--- config.mk ---
export PLATFORM = sky130hd
export DESIGN_NAME = pressure_temperature_compensation
export DESIGN_NICKNAME = d
export VERILOG_FILES = /design/src/hw/rtl/ptc_pkg.sv /design/src/hw/rtl/ptc_front.sv /design/src/hw/rtl/ptc_back.sv /design/src/hw/rtl/pressure_temperature_compensation.sv
export SDC_FILE = /design/constraint.sdc
export NUM_CORES = 2
export LEC_CHECK = 0
export BUFFER_PORTS_ARGS = -buffer_cell sky130_fd_sc_hd__buf_4
export CORE_MARGIN = 2
export CORE_UTILIZATION = 50
export DETAILED_ROUTE_END_ITERATION = 7
export GPL_TIMING_DRIVEN = 0
export PLACE_DENSITY = 0.65
export SYNTH_ARGS = -nofsm -noshare
export SYNTH_HDL_FRONTEND = slang
export SYNTH_SLANG_ARGS = --single-unit
--- constraint.sdc ---
create_clock -name i_clk -period 14.7 [get_ports i_clk]
set_clock_uncertainty 0.05 [all_clocks]
set_input_delay 0 -clock i_clk [delete_from_list [all_inputs] [get_ports i_clk]]
set_output_delay 0 -clock i_clk [all_outputs]
set_load 0.02 [all_outputs]
--- src/hw/rtl/ptc_pkg.sv ---
package ptc_pkg;

    // Field widths
    localparam int RAW_W  = 16;
    localparam int CAL_W  = 16;
    localparam int CIDX_W = 2;
    localparam int PRES_W = 14;
    localparam int TEMP_W = 10;

    // Datapath widths (signed, sized for full input range)
    localparam int DT_W   = 18;   // dT
    localparam int D1M_W  = 17;   // raw_pressure - 7168
    localparam int OFF_W  = 29;   // OFF, Q12
    localparam int SENS_W = 28;   // SENS, Q10
    localparam int TQ_W   = 25;   // T, Q10
    localparam int PROD_W = 45;   // SENS * (D1 - 7168), Q10
    localparam int X_W    = 47;   // X, Q24
    localparam int PQ_W   = 52;   // P, Q29

    localparam int P_FRAC = 29;
    localparam int T_FRAC = 10;

    // Formula constants
    localparam int T_REF      = 20224;
    localparam int K4_BIAS    = 512;
    localparam int SENS_BASE  = 24576;
    localparam int D1_BIAS    = 7168;
    localparam int K6_BIAS    = 50;
    localparam int T_BASE_Q10 = 200 * 1024;
    localparam longint P_BASE_Q29 = 64'(2500) << 29;
    localparam int PRES_MAX   = 11000;
    localparam int TEMP_MAX   = 850;

    // Config register indexes
    localparam logic [CIDX_W-1:0] CAL1_IDX = 2'd0;
    localparam logic [CIDX_W-1:0] CAL2_IDX = 2'd1;
    localparam logic [CIDX_W-1:0] CAL3_IDX = 2'd2;
    localparam logic [CIDX_W-1:0] CAL4_IDX = 2'd3;

    typedef struct packed {
        logic [14:0] k1;
        logic [11:0] k2;
        logic [9:0]  k3;
        logic [9:0]  k4;
        logic [10:0] k5;
        logic [5:0]  k6;
    } t_coef;

    // Front end to back end
    typedef struct packed {
        logic                     valid;
        logic signed [OFF_W-1:0]  off;
        logic signed [SENS_W-1:0] sens;
        logic signed [D1M_W-1:0]  d1m;
        logic signed [TQ_W-1:0]   tq;
    } t_mid;

    // Back end to output stage
    typedef struct packed {
        logic                   valid;
        logic signed [PQ_W-1:0] pq;
        logic signed [TQ_W-1:0] tq;
    } t_tail;

    function automatic t_coef unpack_cal(
        input logic [CAL_W-1:0] w1,
        input logic [CAL_W-1:0] w2,
        input logic [CAL_W-1:0] w3,
        input logic [CAL_W-1:0] w4
    );
        t_coef c;
        c.k1 = w1[15:1];
        c.k2 = {w3[5:0], w4[5:0]};
        c.k3 = w4[15:6];
        c.k4 = w3[15:6];
        c.k5 = {w1[0], w2[15:6]};
        c.k6 = w2[5:0];
        return c;
    endfunction

endpackage

--- src/hw/rtl/ptc_front.sv ---
// Stages 1-2: dT and D1 offset, then OFF, SENS and T.
module ptc_front (
    input  logic                        i_clk,
    input  logic                        i_rst_n,
    input  logic                        i_en,
    input  logic                        i_valid,
    input  logic [ptc_pkg::RAW_W-1:0]   i_raw_pressure,
    input  logic [ptc_pkg::RAW_W-1:0]   i_raw_temperature,
    input  ptc_pkg::t_coef              i_coef,
    output ptc_pkg::t_mid               o_mid
);

    localparam int DT_W   = ptc_pkg::DT_W;
    localparam int D1M_W  = ptc_pkg::D1M_W;
    localparam int OFF_W  = ptc_pkg::OFF_W;
    localparam int SENS_W = ptc_pkg::SENS_W;
    localparam int TQ_W   = ptc_pkg::TQ_W;

    // Stage 1
    logic                    r_s1_valid;
    logic signed [DT_W-1:0]  r_dt,  n_dt;
    logic signed [D1M_W-1:0] r_d1m, n_d1m;

    // Stage 2
    ptc_pkg::t_mid           r_mid, n_mid;

    logic signed [10:0]      k4m;
    logic signed [10:0]      k3s;
    logic signed [7:0]       k6p;
    logic [15:0]             sbase;

    always_comb begin
        n_dt  = $signed({2'b00, i_raw_temperature})
              - $signed({4'b0000, i_coef.k5, 3'b000})
              - DT_W'(ptc_pkg::T_REF);
        n_d1m = $signed({1'b0, i_raw_pressure}) - D1M_W'(ptc_pkg::D1_BIAS);
    end

    always_comb begin
        k4m   = $signed({1'b0, i_coef.k4}) - 11'(ptc_pkg::K4_BIAS);
        k3s   = $signed({1'b0, i_coef.k3});
        k6p   = $signed({2'b00, i_coef.k6}) + 8'(ptc_pkg::K6_BIAS);
        sbase = 16'(ptc_pkg::SENS_BASE) + {1'b0, i_coef.k1};

        n_mid.valid = r_s1_valid;
        // OFF * 2^12 = k2 * 2^14 + (k4 - 512) * dT
        n_mid.off   = $signed({3'b000, i_coef.k2, 14'b0})
                    + OFF_W'(k4m) * OFF_W'(r_dt);
        // SENS * 2^10 = (24576 + k1) * 2^10 + k3 * dT
        n_mid.sens  = $signed({2'b00, sbase, 10'b0})
                    + SENS_W'(k3s) * SENS_W'(r_dt);
        n_mid.d1m   = r_d1m;
        // T * 2^10 = 200 * 2^10 + dT * (k6 + 50)
        n_mid.tq    = TQ_W'(ptc_pkg::T_BASE_Q10) + TQ_W'(k6p) * TQ_W'(r_dt);
    end

    always_ff @(posedge i_clk) begin
        if (!i_rst_n) begin
            r_s1_valid <= 1'b0;
            r_mid      <= '0;
        end else if (i_en) begin
            r_s1_valid <= i_valid;
            r_mid      <= n_mid;
        end
    end

    always_ff @(posedge i_clk) begin
        if (i_en) begin
            r_dt  <= n_dt;
            r_d1m <= n_d1m;
        end
    end

    assign o_mid = r_mid;

endmodule

--- src/hw/rtl/ptc_back.sv ---
// Stages 3-5: SENS * (D1 - 7168), X, then P in Q29. T rides along.
module ptc_back (
    input  logic           i_clk,
    input  logic           i_rst_n,
    input  logic           i_en,
    input  ptc_pkg::t_mid  i_mid,
    output ptc_pkg::t_tail o_tail
);

    localparam int OFF_W  = ptc_pkg::OFF_W;
    localparam int PROD_W = ptc_pkg::PROD_W;
    localparam int X_W    = ptc_pkg::X_W;
    localparam int PQ_W   = ptc_pkg::PQ_W;
    localparam int TQ_W   = ptc_pkg::TQ_W;

    // Stage 3
    logic                     r_s3_valid;
    logic signed [PROD_W-1:0] r_prod, n_prod;
    logic signed [OFF_W-1:0]  r_s3_off;
    logic signed [TQ_W-1:0]   r_s3_tq;

    // Stage 4
    logic                     r_s4_valid;
    logic signed [X_W-1:0]    r_x, n_x;
    logic signed [TQ_W-1:0]   r_s4_tq;

    // Stage 5
    ptc_pkg::t_tail           r_tail, n_tail;

    always_comb begin
        n_prod = PROD_W'($signed(i_mid.sens)) * PROD_W'($signed(i_mid.d1m));
        n_x    = X_W'(r_prod) - (X_W'(r_s3_off) <<< 12);
        // P * 2^29 = 2500 * 2^29 + 10 * X
        n_tail.valid = r_s4_valid;
        n_tail.pq    = PQ_W'(ptc_pkg::P_BASE_Q29)
                     + (PQ_W'(r_x) <<< 3) + (PQ_W'(r_x) <<< 1);
        n_tail.tq    = r_s4_tq;
    end

    always_ff @(posedge i_clk) begin
        if (!i_rst_n) begin
            r_s3_valid <= 1'b0;
            r_s4_valid <= 1'b0;
            r_tail     <= '0;
        end else if (i_en) begin
            r_s3_valid <= i_mid.valid;
            r_s4_valid <= r_s3_valid;
            r_tail     <= n_tail;
        end
    end

    always_ff @(posedge i_clk) begin
        if (i_en) begin
            r_prod    <= n_prod;
            r_s3_off  <= $signed(i_mid.off);
            r_s3_tq   <= $signed(i_mid.tq);
            r_x       <= n_x;
            r_s4_tq   <= r_s3_tq;
        end
    end

    assign o_tail = r_tail;

endmodule

--- src/hw/rtl/pressure_temperature_compensation.sv ---
// Pressure / temperature compensation for a piezoresistive sensor.
//
// Input channel (i_in_valid / o_in_ready) takes one item: a raw pressure
// and a raw temperature conversion. Output channel (o_out_valid /
// i_out_ready) returns one item per input: pressure in 0.1 mbar and
// temperature in 0.1 C, each with an invalid flag (field reads 0 when the
// flag is set: out of range, or negative at -1 or below).
// Calibration words 1..4 are loaded through i_cfg_we / i_cfg_idx /
// i_cfg_wdata, one write per cycle, and must be loaded while no item is
// in flight.
// Six register stages: five datapath stages plus the output register, the
// first loaded at the accepting edge. Throughput: one item per cycle while
// the output is not stalled.
// The longest stage is the 28x17 signed multiply forming SENS * (D1-7168).
// Stall: the whole pipeline advances together; when the output register
// holds an item the receiver has not taken, every stage holds and
// o_in_ready drops. Nothing is lost or duplicated.
// Reset (synchronous, active low) clears all valid bits and the four
// calibration words to zero.
module pressure_temperature_compensation (
    input  logic                          i_clk,
    input  logic                          i_rst_n,
    input  logic                          i_cfg_we,
    input  logic [ptc_pkg::CIDX_W-1:0]    i_cfg_idx,
    input  logic [ptc_pkg::CAL_W-1:0]     i_cfg_wdata,
    input  logic                          i_in_valid,
    output logic                          o_in_ready,
    input  logic [ptc_pkg::RAW_W-1:0]     i_raw_pressure,
    input  logic [ptc_pkg::RAW_W-1:0]     i_raw_temperature,
    output logic                          o_out_valid,
    input  logic                          i_out_ready,
    output logic [ptc_pkg::PRES_W-1:0]    o_pressure_tenths_mbar,
    output logic [ptc_pkg::TEMP_W-1:0]    o_temperature_tenths_c,
    output logic                          o_pressure_invalid,
    output logic                          o_temperature_invalid
);

    localparam int PQ_W   = ptc_pkg::PQ_W;
    localparam int TQ_W   = ptc_pkg::TQ_W;
    localparam int P_FRAC = ptc_pkg::P_FRAC;
    localparam int T_FRAC = ptc_pkg::T_FRAC;
    localparam int PHI_W  = PQ_W - P_FRAC;
    localparam int THI_W  = TQ_W - T_FRAC;
    localparam int PRES_W = ptc_pkg::PRES_W;
    localparam int TEMP_W = ptc_pkg::TEMP_W;

    // Calibration words
    logic [ptc_pkg::CAL_W-1:0] r_cal1, r_cal2, r_cal3, r_cal4;

    always_ff @(posedge i_clk) begin
        if (!i_rst_n) begin
            r_cal1 <= '0;
            r_cal2 <= '0;
            r_cal3 <= '0;
            r_cal4 <= '0;
        end else if (i_cfg_we) begin
            case (i_cfg_idx)
                ptc_pkg::CAL1_IDX: r_cal1 <= i_cfg_wdata;
                ptc_pkg::CAL2_IDX: r_cal2 <= i_cfg_wdata;
                ptc_pkg::CAL3_IDX: r_cal3 <= i_cfg_wdata;
                ptc_pkg::CAL4_IDX: r_cal4 <= i_cfg_wdata;
                default: ;
            endcase
        end
    end

    // Coefficients must be kept static by the user while items are in flight;
    // the block does not enforce this. Stages 1 and 2 read them straight from the registers.
    ptc_pkg::t_coef coef;
    assign coef = ptc_pkg::unpack_cal(r_cal1, r_cal2, r_cal3, r_cal4);

    // Global advance: move when the output slot is empty or being drained.
    logic en;
    assign en         = !o_out_valid || i_out_ready;
    assign o_in_ready = en;

    ptc_pkg::t_mid  mid;
    ptc_pkg::t_tail tail;

    ptc_front u_front (
        .i_clk             (i_clk),
        .i_rst_n           (i_rst_n),
        .i_en              (en),
        .i_valid           (i_in_valid),
        .i_raw_pressure    (i_raw_pressure),
        .i_raw_temperature (i_raw_temperature),
        .i_coef            (coef),
        .o_mid             (mid)
    );

    ptc_back u_back (
        .i_clk   (i_clk),
        .i_rst_n (i_rst_n),
        .i_en    (en),
        .i_mid   (mid),
        .o_tail  (tail)
    );

    // Output stage: truncate toward zero, range check.
    // Arithmetic shift gives floor; a negative value with floor -1 and a
    // nonzero fraction lies in (-1, 0), truncates to 0 and is valid.
    logic signed [PHI_W-1:0] p_hi;
    logic signed [THI_W-1:0] t_hi;
    logic                    p_neg, t_neg, p_frac_nz, t_frac_nz;
    logic                    n_p_bad, n_t_bad;
    logic [PRES_W-1:0]       n_p_val;
    logic [TEMP_W-1:0]       n_t_val;

    always_comb begin
        p_hi      = $signed(tail.pq[PQ_W-1:P_FRAC]);
        t_hi      = $signed(tail.tq[TQ_W-1:T_FRAC]);
        p_neg     = tail.pq[PQ_W-1];
        t_neg     = tail.tq[TQ_W-1];
        p_frac_nz = |tail.pq[P_FRAC-1:0];
        t_frac_nz = |tail.tq[T_FRAC-1:0];

        if (p_neg) begin
            n_p_bad = !((p_hi == -PHI_W'(1)) && p_frac_nz);
        end else begin
            n_p_bad = p_hi > PHI_W'(ptc_pkg::PRES_MAX);
        end
        if (t_neg) begin
            n_t_bad = !((t_hi == -THI_W'(1)) && t_frac_nz);
        end else begin
            n_t_bad = t_hi > THI_W'(ptc_pkg::TEMP_MAX);
        end

        n_p_val = (p_neg || n_p_bad) ? '0 : p_hi[PRES_W-1:0];
        n_t_val = (t_neg || n_t_bad) ? '0 : t_hi[TEMP_W-1:0];
    end

    logic r_out_valid;
    logic [PRES_W-1:0] r_p_val;
    logic [TEMP_W-1:0] r_t_val;
    logic              r_p_bad, r_t_bad;

    always_ff @(posedge i_clk) begin
        if (!i_rst_n) begin
            r_out_valid <= 1'b0;
        end else if (en) begin
            r_out_valid <= tail.valid;
        end
    end

    always_ff @(posedge i_clk) begin
        if (en) begin
            r_p_val <= n_p_val;
            r_t_val <= n_t_val;
            r_p_bad <= n_p_bad;
            r_t_bad <= n_t_bad;
        end
    end

    assign o_out_valid            = r_out_valid;
    assign o_pressure_tenths_mbar = r_p_val;
    assign o_temperature_tenths_c = r_t_val;
    assign o_pressure_invalid     = r_p_bad;
    assign o_temperature_invalid  = r_t_bad;

    // Flagged results carry a zero field.
    a_p_bad_zero: assert property (@(posedge i_clk) disable iff (!i_rst_n)
        o_out_valid && o_pressure_invalid |-> o_pressure_tenths_mbar == '0)
        else $error("pressure flagged invalid with nonzero value");

    a_t_bad_zero: assert property (@(posedge i_clk) disable iff (!i_rst_n)
        o_out_valid && o_temperature_invalid |-> o_temperature_tenths_c == '0)
        else $error("temperature flagged invalid with nonzero value");

    // Unflagged results are in range.
    a_in_range: assert property (@(posedge i_clk) disable iff (!i_rst_n)
        o_out_valid |->
            (o_pressure_tenths_mbar <= PRES_W'(ptc_pkg::PRES_MAX))
            && (o_temperature_tenths_c <= TEMP_W'(ptc_pkg::TEMP_MAX)))
        else $error("result field above range");

    // An item in the last datapath stage reaches the output on the next
    // advance.
    a_tail_to_out: assert property (@(posedge i_clk) disable iff (!i_rst_n)
        en && tail.valid |=> o_out_valid)
        else $error("item lost between last stage and output");

endmodule
==> flow_summary_export.csv <==
group,metric,value,unit
clocking,cts-hold-fix-buffers,79,
worst_hold_path,hold_class,"primary input to flip-flop",
global_routing,grt_max_degree,72,
job,maxCapViolCount,0,
global_routing,grtUsageTotal,0.272,
global_routing,grt_pass1_vias,42900,
floorplan,ios,83,
synth,synth_compound_area_frac,0.0931,
clocking,cts_tree,"built",
detailed_routing,drc,0,
power,leakage,29.8,nW
cells_and_area,stdcell_area,62500,sq um
clocking,clkTransAtPathRegs,70,ps
sta,rsz0062_at_grt,"false",
clocking,clock-sinks,475,
worst_setup_path,arrival,8670,ps
worst_setup_path,reg2reg_depth,22,
worst_setup_path,worstSetupPathType,"flip-flop to flip-flop",
floorplan,dieWidth,342,um
synth,synth_common_cells,"1108 x inv_1, 929 x fa_1, 848 x nand2_1",
status,outcome,"finished, final reports clean",
sta,max_freq,0.120,GHz
cells_and_area,regArea,11800,sq um
synth,yosys_register_bits,475,
synth,synth_top_flop_cell,"dfxtp_1",
floorplan,initial_utilization,0.503,
floorplan,fp-row-count,124,
clocking,worstSkewPairLatency,660,ps
floorplan,die_h,342,um
clocking,post_cts_buffers,0,
synth,synth_async_sr_flop_share,0,
detailed_routing,drt-vias-per-instance,5.39,
power,power_density,170,nW/um^2
sta,tightest_slew,1380,ps
detailed_routing,vias,42500,
worst_setup_path,crit_fanout,10,
worst_setup_path,crit_required,15040,ps
worst_setup_path,critPathCapture,"u_back.r_prod[43]",
synth,synth_top_area_share,0.325,
cells_and_area,nFillCells,10500,
worst_setup_path,cp_slowest_stage_delay,680,ps
worst_setup_path,reg2reg_slack,6360,ps
power,worst_ir_drop_vdd,0.224,mV
worst_setup_path,start_kind,"flip-flop",
detailed_routing,drt.antenna.violating_nets,0,
synth,synth_largest_area_cell,"fa_1",
global_routing,grt.overflow.total,0,
floorplan,core-area,114000,sq um
global_routing,grt_pass1_wl,244000,um
sta,period_share,0.567,
synth,yosys.area_share.xor_xnor,0.0285,
synth,yosysWarnings,0,
worst_setup_path,slowest_stage,"a311oi_1",
sta,finalMaxSlewViolations,0,
synth,yosys.area_share.simple,0.162,
cells_and_area,multiInputGateArea,40200,sq um
sta,finalHoldViolCount,0,
synth,synthAdderAreaFrac,0.419,
synth,synth_top_family_by_area,"adder cells",
detailed_routing,drt-total-wl,156000,um
worst_setup_path,cp_cell_sequence,"clkbuf_1 > clkbuf_1 > nand2_1 > fa_1 > inv_1 > fa_1 > fa_1 > fa_1 > fa_1 > inv_1 > fa_1 > inv_1 > ha_1 > nand3_1 > nor2_1 > o311ai_0 > a21oi_1 > o21ai_0 > a311oi_1 > a41oi_1 > o21ai_0 > xor2_1",
worst_setup_path,rr_startpoint,"u_front.o_mid[35]",
synth,synth-edff-count,231,
placement,numPortBuffers,81,
clocking,cts_max_level,2,
cells_and_area,finalNetCount,7728,
clocking,numCtsBuffers,55,
worst_setup_path,critPathCaptureType,"flip-flop",
floorplan,die_area,117000,sq um
detailed_routing,drt_pre_antenna_iters,6,
sta,fin_crit,8340,ps
worst_setup_path,startpoint,"u_front.o_mid[35]",
placement,place.gp.congestion,0.945,
sta,tns,0,ps
placement,dp.final_hpwl,127000,um
sta,setup_violations,0,
clocking,clockBufferDepth,3,
synth,yosysMostFrequentCell,"inv_1",
worst_setup_path,r2r_end,"u_back.r_prod[43]",
synth,syn_area_per_cell,9.39,sq um
cells_and_area,drive_gt1_frac,0.0349,
worst_setup_path,cp_common_cell,"fa_1",
placement,dpl_cell_area,59900,sq um
synth,synth_area_leaders,"fa_1 32%, edfxtp_1 12%, ha_1 9.4%",
synth,syn_area,57200,sq um
synth,synthMuxAreaShare,0.000546,
cells_and_area,final_util,0.549,
synth,ys_seq_area_frac,0.207,
clocking,cts_resized,0,
global_routing,antenna_found_initial,12,
synth,syn-instance-count,6094,
placement,dpl.cell_count,7691,
cells_and_area,instances_no_fill,7878,
clocking,clockRootBuffer,"clkbuf_16",
detailed_routing,initialDrtViolationCount,3436,
sta,max_slew_margin,0.0790,
detailed_routing,wl_per_cell,19.8,um
synth,synthDistinctLibCells,79,
synth,synth_nets,7507,
cells_and_area,areaGrowthSynthToFinish,9.16,%
## logic make-up (layout without fill, tap and decap cells)
kind of cell             count (synthesis)  in the layout
multiplexers                             3              3
AO/OA/AOI/OAI                          797            797
other                                    0              4
XOR/XNOR                               186            186
adder cells (fa/ha/maj)               1358           1358
AND/OR/NAND/NOR                       1898           1898
buffers and inverters                 1377           1645
flip-flops                             475            475
## routing by layer
metal  part of all wire  track usage  wire length (um)  up-vias
met5            0.00034            0                53        -
met4              0.038       0.0905              5930        6
li1                   -            -                 -    19500
met2               0.46        0.438             72000     1395
met3              0.074       0.0438             11500      248
met1               0.43        0.375             66300    21300
## how the worst min path moves through the flow
stage / from / to / slack, ps / cells past startpoint
final: i_raw_temperature[11] / u_front.r_dt[11] / 120 / 4
after global routing: i_out_ready / u_back.o_tail[73] / 130 / 5
after CTS: i_raw_temperature[11] / u_front.r_dt[11] / 70 / 4
after detailed placement: i_raw_temperature[2] / u_front.r_dt[2] / 130 / 1
after global placement: i_raw_temperature[2] / u_front.r_dt[2] / 130 / 1
after floorplan: i_raw_pressure[0] / u_front.r_d1m[0] / 50 / 0
## stage by stage
stage / total power [mW] / hold WS (ps) / setup WS, ps
after floorplan: 7.17 / 48.9 / 6210
after global placement: 9.02 / 128 / 1630
after detailed placement: 9.13 / 130 / 6670
after CTS: 10.6 / 74.9 / 6580
after global routing: 11.6 / 134 / 6070
final: 10.6 / 115 / 6360
## cell usage in the layout (no fill, tap or decap), types with 9 or more instances in the layout
master	n
nor4_1	16
nand2b_1	45
edfxtp_1	231
buf_4	81
nand3_1	61
o211ai_1	18
and2_1	551
fa_1	929
nand2_1	848
o21bai_1	22
inv_1	1108
clkbuf_1	268
dlygate4sd3_1	79
nor2b_1	51
a21boi_0	155
xor2_1	67
a211o_1	9
a31oi_1	22
ha_1	429
or3_1	22
nor3_1	43
a21o_1	68
clkbuf_16	56
xnor2_1	119
dfxtp_1	244
o21ai_0	166
o2111ai_1	9
nor2_1	156
o31ai_1	18
a21oi_1	159
nor3b_1	10
o21a_1	36
or2_2	25
and3_1	21
nand4_1	26
a211oi_1	20
o211a_1	11
## worst max-delay path: cells and delay by family, from the launching register on
family          cells  cell delay (ps)
fa+ha+maj           7             3410
compound gates      6             2200
xor+xnor            1              120
flops               1              340
simple gates        3              610
buf+inv             5             1330
## flip-flops by register name, summed over array words and instances (netlist names), 10 cells and up
| register | count |
|---|---|
| u_front.r_dt | 18 |
| u_back.r_prod | 45 |
| u_front.r_d1m | 17 |
| u_back.r_x | 46 |
| u_back.r_s3_off | 29 |
| o_temperature_tenths_c | 10 |
| u_back.r_s3_tq | 25 |
| u_front.o_mid | 100 |
| r_cal1 | 16 |
| u_back.o_tail | 76 |
| u_back.r_s4_tq | 25 |
| r_cal2 | 16 |
| o_pressure_tenths_mbar | 14 |
| r_cal3 | 16 |
| r_cal4 | 16 |
## layout make-up
cell class | count | share of cell area
buffer | 268 | 0.0162
sequential | 475 | 0.189
tap | 1512 | 0.0303
antenna | 4 | 0.000160
multi-input combinational | 4242 | 0.644
timing repair buffer | 164 | 0.0242
inverter | 1109 | 0.0666
clock inverter | 31 | 0.00483
clock buffer | 73 | 0.0244
## power by group
part | internal (mW) | switching, mW
Sequential | 1.89 | 0.260
Combinational | 2.81 | 4.27
Clock | 0.775 | 0.601
Total | 5.48 | 5.13
Note: power is estimated with default switching activity, not from simulation.
